==> config.mk <==
export PLATFORM = sky130hd
export DESIGN_NAME = adpcm_byte_decoder_core
export DESIGN_NICKNAME = d
export VERILOG_FILES = /design/src/design/adpcmbd_pkg.sv /design/src/design/adpcmbd_code.sv /design/src/design/adpcmbd_regs.sv /design/src/design/adpcm_byte_decoder_core.sv
export SDC_FILE = /design/constraint.sdc
export NUM_CORES = 1
export LEC_CHECK = 0
export BUFFER_PORTS_ARGS = -buffer_cell sky130_fd_sc_hd__buf_2
export CELL_PAD_IN_SITES_DETAIL_PLACEMENT = 1
export CELL_PAD_IN_SITES_GLOBAL_PLACEMENT = 1
export CORE_MARGIN = 4
export CORE_UTILIZATION = 35
export DETAILED_ROUTE_END_ITERATION = 7
export PLACE_DENSITY = 0.85
export SLEW_MARGIN = 0
export SYNTH_ARGS = -nofsm -noshare
export SYNTH_HDL_FRONTEND = slang
export SYNTH_SLANG_ARGS = --single-unit
==> constraint.sdc <==
create_clock -name clk -period 5.44 [get_ports clk]
set_clock_uncertainty 0.1 [all_clocks]
set_input_delay 1.088 -clock clk [delete_from_list [all_inputs] [get_ports clk]]
set_output_delay 1.088 -clock clk [all_outputs]
set_load 0.03 [all_outputs]
==> src/design/adpcmbd_pkg.sv <==
// Shared types and constants for the byte-wise ADPCM sample decoder.
// Used by the code decoder, the register block, the top level and the port checker; no dependencies.
package adpcmbd_pkg;

	localparam int WORD_W   = 16;
	localparam int BYTE_W   = 8;
	localparam int STEP_W   = 2;
	localparam int IDX_W    = 2;
	localparam int PADDR_W  = 3;
	localparam int PDATA_W  = 32;

	localparam logic [STEP_W-1:0] STEP_MAX   = 2'd3;
	localparam logic [BYTE_W-1:0] SAMPLE_MAX = 8'd255;

	// Register index of decode_mode (byte address 4 * index).
	localparam logic [PADDR_W-3:0] REG_DECODE_MODE = 1'b0;

	typedef enum logic [1:0] {
		MODE_RAW  = 2'd0,
		MODE_2BIT = 2'd1,
		MODE_3BIT = 2'd2,
		MODE_4BIT = 2'd3
	} mode_t;

	// Predictor state carried from one code to the next.
	typedef struct packed {
		logic [BYTE_W-1:0] ref_sample;
		logic [STEP_W-1:0] step;
	} pred_t;

endpackage

==> src/design/adpcmbd_code.sv <==
// One ADPCM code step: selects the code for the current position in the byte,
// applies it to the predictor state and clamps. Depends on adpcmbd_pkg.
module adpcmbd_code (
	input  adpcmbd_pkg::mode_t                      mode,
	input  logic [adpcmbd_pkg::IDX_W-1:0]           idx,
	input  logic [adpcmbd_pkg::BYTE_W-1:0]          code_byte,
	input  adpcmbd_pkg::pred_t                      cur,
	output adpcmbd_pkg::pred_t                      nxt,
	output logic                                    code_last
);
	import adpcmbd_pkg::*;

	logic [2:0] mag;
	logic       neg;
	logic [2:0] extra;
	logic       rise;
	logic [2:0] shift;
	logic [9:0] delta;
	logic [9:0] sum;

	always_comb begin
		mag       = 3'd0;
		neg       = 1'b0;
		extra     = 3'd0;
		rise      = 1'b0;
		code_last = 1'b1;
		unique case (mode)
			MODE_2BIT: begin
				unique case (idx)
					2'd0: {neg, mag[0]} = code_byte[7:6];
					2'd1: {neg, mag[0]} = code_byte[5:4];
					2'd2: {neg, mag[0]} = code_byte[3:2];
					2'd3: {neg, mag[0]} = code_byte[1:0];
					default: {neg, mag[0]} = 2'b00;
				endcase
				extra     = 3'd2;
				rise      = (mag >= 3'd1);
				code_last = (idx == 2'd3);
			end
			MODE_3BIT: begin
				unique case (idx)
					2'd0:    {neg, mag[1:0]} = code_byte[7:5];
					2'd1:    {neg, mag[1:0]} = code_byte[4:2];
					default: {neg, mag[1:0]} = {code_byte[1:0], 1'b0};
				endcase
				rise      = (mag >= 3'd3);
				code_last = (idx == 2'd2);
			end
			MODE_4BIT: begin
				{neg, mag} = idx[0] ? code_byte[3:0] : code_byte[7:4];
				rise       = (mag >= 3'd5);
				code_last  = idx[0];
			end
			MODE_RAW: begin
				code_last = 1'b1;
			end
			default: code_last = 1'b1;
		endcase
	end

	assign shift = 3'({1'b0, cur.step}) + extra;
	assign delta = 10'(mag) << shift;
	assign sum   = neg ? (10'(cur.ref_sample) - delta) : (10'(cur.ref_sample) + delta);

	always_comb begin
		// Bit 9 set means the sum went below zero; bit 8 means above the byte range.
		if (sum[9]) begin
			nxt.ref_sample = '0;
		end else if (sum[8]) begin
			nxt.ref_sample = SAMPLE_MAX;
		end else begin
			nxt.ref_sample = sum[7:0];
		end

		if (rise) begin
			nxt.step = (cur.step == STEP_MAX) ? STEP_MAX : cur.step + 2'd1;
		end else if (mag == 3'd0) begin
			nxt.step = (cur.step == '0) ? '0 : cur.step - 2'd1;
		end else begin
			nxt.step = cur.step;
		end
	end

endmodule

==> src/design/adpcmbd_regs.sv <==
// APB-style configuration register block holding decode_mode.
// Depends on adpcmbd_pkg.
module adpcmbd_regs (
	input  logic                                clk,
	input  logic                                arst_n,
	input  logic                                psel,
	input  logic                                penable,
	input  logic                                pwrite,
	input  logic [adpcmbd_pkg::PADDR_W-1:0]     paddr,
	input  logic [adpcmbd_pkg::PDATA_W-1:0]     pwdata,
	output logic [adpcmbd_pkg::PDATA_W-1:0]     prdata,
	output logic                                pready,
	output adpcmbd_pkg::mode_t                  mode
);
	import adpcmbd_pkg::*;

	mode_t mode_q;
	logic  sel_mode;

	assign sel_mode = (paddr[PADDR_W-1:2] == REG_DECODE_MODE);
	assign pready   = 1'b1;

	always_ff @(posedge clk or negedge arst_n) begin
		if (!arst_n) begin
			mode_q <= MODE_RAW;
		end else if (psel && penable && pwrite && sel_mode) begin
			mode_q <= mode_t'(pwdata[1:0]);
		end
	end

	assign prdata = sel_mode ? PDATA_W'(mode_q) : '0;
	assign mode   = mode_q;

endmodule

==> src/design/adpcm_byte_decoder_core.sv <==
// Byte-wise 8-bit ADPCM decoder, top level.
// Input register, one-code-per-cycle decode step unless stalled, output register.
// Depends on adpcmbd_pkg, adpcmbd_code and adpcmbd_regs.
//
// Usage:
//   Requests enter on data_word/load_reference under in_valid/in_ready and
//   leave as sample/last under out_valid/out_ready; last marks the final
//   sample of a request. decode_mode sits at byte address 0 of the APB port.
//   Raw mode gives one sample per request; two-bit, three-bit and four-bit
//   ADPCM give four, three and two samples.
//   The first sample of a request passes through the input register and the
//   decode step into the output register. Throughput: one sample per cycle
//   while the output is not stalled; the chain through the reference sample
//   and step index allows one code per cycle. A new request is taken in the
//   cycle its predecessor's last code is decoded, so back-to-back requests
//   stream without gaps. Reset clears reference sample, step index and
//   decode_mode and drops any request in flight. When out_ready is low with
//   a sample held, the output register holds and decoding stalls; in_ready
//   stays low while a held request is not finishing.
module adpcm_byte_decoder_core (
	input  logic                                clk,
	input  logic                                arst_n,
	input  logic                                psel,
	input  logic                                penable,
	input  logic                                pwrite,
	input  logic [adpcmbd_pkg::PADDR_W-1:0]     paddr,
	input  logic [adpcmbd_pkg::PDATA_W-1:0]     pwdata,
	output logic [adpcmbd_pkg::PDATA_W-1:0]     prdata,
	output logic                                pready,
	input  logic                                in_valid,
	output logic                                in_ready,
	input  logic [adpcmbd_pkg::WORD_W-1:0]      data_word,
	input  logic                                load_reference,
	output logic                                out_valid,
	input  logic                                out_ready,
	output logic [adpcmbd_pkg::WORD_W-1:0]      sample,
	output logic                                last
);
	import adpcmbd_pkg::*;

	mode_t              mode;
	logic               valid_s1;
	logic [WORD_W-1:0]  word_s1;
	logic               load_s1;
	logic [IDX_W-1:0]   idx_q;
	pred_t              pred_q;
	pred_t              cur;
	pred_t              nxt;
	logic               code_last;
	logic               advance;
	logic               valid_s2;
	logic [WORD_W-1:0]  sample_s2;
	logic               last_s2;

	adpcmbd_regs u_regs (
		.clk     (clk),
		.arst_n  (arst_n),
		.psel    (psel),
		.penable (penable),
		.pwrite  (pwrite),
		.paddr   (paddr),
		.pwdata  (pwdata),
		.prdata  (prdata),
		.pready  (pready),
		.mode    (mode)
	);

	// Outside raw mode, a reference load applies before the first code of a flagged request.
	always_comb begin
		if (load_s1 && (idx_q == '0) && (mode != MODE_RAW)) begin
			cur.ref_sample = word_s1[BYTE_W-1:0];
			cur.step       = '0;
		end else begin
			cur = pred_q;
		end
	end

	adpcmbd_code u_code (
		.mode      (mode),
		.idx       (idx_q),
		.code_byte (word_s1[BYTE_W-1:0]),
		.cur       (cur),
		.nxt       (nxt),
		.code_last (code_last)
	);

	assign advance  = valid_s1 && (!valid_s2 || out_ready);
	assign in_ready = !valid_s1 || (advance && code_last);

	always_ff @(posedge clk or negedge arst_n) begin
		if (!arst_n) begin
			valid_s1 <= 1'b0;
			idx_q    <= '0;
			pred_q   <= '0;
			valid_s2 <= 1'b0;
		end else begin
			if (in_valid && in_ready) begin
				valid_s1 <= 1'b1;
			end else if (advance && code_last) begin
				valid_s1 <= 1'b0;
			end

			if (advance) begin
				idx_q    <= code_last ? '0 : idx_q + 2'd1;
				valid_s2 <= 1'b1;
				if (mode != MODE_RAW) begin
					pred_q <= nxt;
				end
			end else if (out_ready) begin
				valid_s2 <= 1'b0;
			end
		end
	end

	always_ff @(posedge clk) begin
		if (in_valid && in_ready) begin
			word_s1 <= data_word;
			load_s1 <= load_reference;
		end
		if (advance) begin
			sample_s2 <= (mode == MODE_RAW) ? word_s1 : WORD_W'(nxt.ref_sample);
			last_s2   <= code_last;
		end
	end

	assign out_valid = valid_s2;
	assign sample    = sample_s2;
	assign last      = last_s2;

endmodule

==> reports/results.ini <==
[status]
status=finished, final reports clean

[critical_path]
critPathLaunch=idx_q[0]
cp_slowest_stage_delay_ns=0.40
worst_path_most_repeated_cell=ha_1
cp.required_ns=5.48
crit_arrival_ns=5.15
worst_r2r_endpoint=sample[1]
worstPathCellList=inv_1 -> ha_1 -> o211ai_1 -> and2_1 -> ha_1 -> or2_2 -> or3_4 -> ha_1 -> nor2_1 -> xnor2_1 -> ha_1 -> nor2b_1 -> o21ai_1 -> a21oi_1 -> o41ai_2 -> nand2_1 -> or3_1 -> nand4_1 -> nor2_1 -> buf_4 -> a311oi_1
rr_startpoint=idx_q[0]
r2r_cells=21
worstPathMaxFanout=8
r2r_setup_slack_ns=0.33
slowest_stage=o41ai_2
cp-start-kind=register
cp-end-kind=register
path_class=reg -> reg

[synth]
yosysTopAreaCellShare=0.282
ys.flop_type=edfxtp_1
yosys.area.top_type=edfxtp_1
synth-seq-area-share=0.392
async_flop_share=0.320
synth_edf_count=34
postSynthCellCount=383
synth_seq_cells=50
ys_warn_count=0
synthTopCellsByArea=edfxtp_1 (28%), dfrtp_1 (11%), buf_4 (6.4%)
synth_cell_type_count=69
synth_area_mm2=0.00362
syn_avg_cell_area_um2=9.46

[grt]
antenna_found_initial=0
grt_use_met2=0.297
grt_max_degree=22
grt_pass1_vias=3130
grtUsageMet1=0.199
met3_usage=0.0247
grt_pass1_wl_um=15400
grt_overflow=0
track_usage=0.165
top_usage_layer=met2

[cts]
cts_root_buffer=clkbuf_8
clk_latency_ns=0.31
cts_hold_buffers=0
cts_inserted_buffers=5
ctsHtreeMaxLevel=2
cts_buffer_depth=2
path_clk_slew_ns=0.10
numClockSinks=50
tritoncts=done

[die]
io_pins=111
die_w_um=110
row_count=36
die_h_um=110
core_area_mm2=0.00991
start_util=0.366
die_area_mm2=0.0120

[route]
drc=0
vias=3073
wl_per_cell_um=17.7
dr.pass1.iters=4
drtIter0Drc=168
drtAntennaViolNets=0
viasPerCell=5.39
drt_wl_total_um=10100

[placed_design]
hpwl_um=7670
place_congestion=0.867
port_buffers=47

[timing]
fmax_mhz=196
final-hold-violation-count=0
period_share=0.940
finalCriticalPeriod_ns=5.11
maxSlewViolCount=0
relSlewSlack=0.265
worst_pin_slew_ns=1.10
setup_violations=0

[finish]
final_cell_mix=buf_2 (47), nand2_1 (40), nor2_1 (40)
nFillCells=1200
syn_to_final_growth_pct=13.4
nets=511
diodes=0
final_common_cell=buf_2
drive_above_1_share=0.240
final_core_util=0.415

[flow_run]
cap_violations=0

[min_path]
min_path_cells=1
hold_end=out_valid
hold_path.startpoint=valid_s1
hp-class=reg -> reg

## cell families (layout without fill, tap and decap cells)
logic type	Yosys count	in the layout	synth area share
adders and majority gates	16	16	0.0573
muxes	8	8	0.0228
and+or+nand+nor	135	135	0.179
xor gates and xnor gates	9	9	0.0218
DFF	50	50	0.392
other	2	31	0.00207
buffers and inverters	61	86	0.101
AOI/OAI and AO/OA	102	102	0.224
## worst max path at each step
stage | endpoint | cells past startpoint
2_1_floorplan | sample[6] | 24
3_3_place_gp | sample[6] | 21
6_report | sample[1] | 21
4_1_cts | sample[4] | 22
5_1_grt | sample[6] | 22
3_5_place_dp | sample[4] | 22
## synthesized netlist by cell type (6+ instances only)
master,instances
and2_1,9
xnor2_1,8
nor2b_1,8
edfxtp_1,34
nor2_1,40
mux2i_1,6
buf_4,31
a211oi_1,11
nand2_1,40
o221a_2,7
ha_1,15
dfrtp_1,16
o21ai_0,13
inv_1,14
a21oi_1,12
clkbuf_1,10
nand2b_1,13
## sequential cells by signal (all words and copies together), names as in the netlist
name	cells
word_s1	16
out_valid	1
idx_q	2
sample	16
load_s1	1
pred_q	10
last	1
valid_s1	1
u_regs.mode	2
## critical path: cells and delay by family, from the launching register on
family                   cells  cell delay [ns]
AO/OA/AOI/OAI                5             1.16
buffers and inverters        2             0.29
XOR/XNOR                     1             0.14
flip-flops                   1             0.39
AND/OR/NAND/NOR              9             1.81
adder cells (fa/ha/maj)      4             1.04
## final cells by class
type                            count  area, µm²  area share
Clock buffer                        6       72.6      0.0177
Clock inverter                      2       37.5     0.00914
Inverter                           14       52.6      0.0128
Multi-Input combinational cell    301       2000       0.486
Sequential cell                    50       1420       0.346
Tap cell                          133        166      0.0405
Timing Repair Buffer               64        363      0.0883
## per-layer routing
| layer | share of wire | up-vias | wire, µm |
|---|---|---|---|
| met3 | 0.070 | 19 | 702 |
| met4 | 0.018 | 0 | 182 |
| li1 | - | 1431 | - |
| met2 | 0.53 | 106 | 5340 |
| met1 | 0.38 | 1517 | 3840 |
| met5 | 0 | - | 0 |
## through the flow
step | hold slack [ns] | worst slack [ns] | instances | area, µm² | TNS, ns
detailed placement | 0.381 | 0.157 | 559 | 3930 | 0
global route | 0.446 | -0.0227 | 570 | 4110 | -0.0334
floorplan | 0.350 | 0.153 | 412 | 3730 | 0
CTS | 0.407 | 0.102 | 567 | 4040 | 0
finish | 0.404 | 0.326 | 570 | 4110 | 0
global placement | 0.363 | 0.370 | 559 | 3930 | 0
## repair_timing
item	4_1_cts	5_1_grt
buffers inserted	0	3
resized for setup	0	14
setup endpoints to repair	0	16
Power is not shown: default switching activity piles up to over one toggle a cycle in this logic, so the estimate is an artifact.
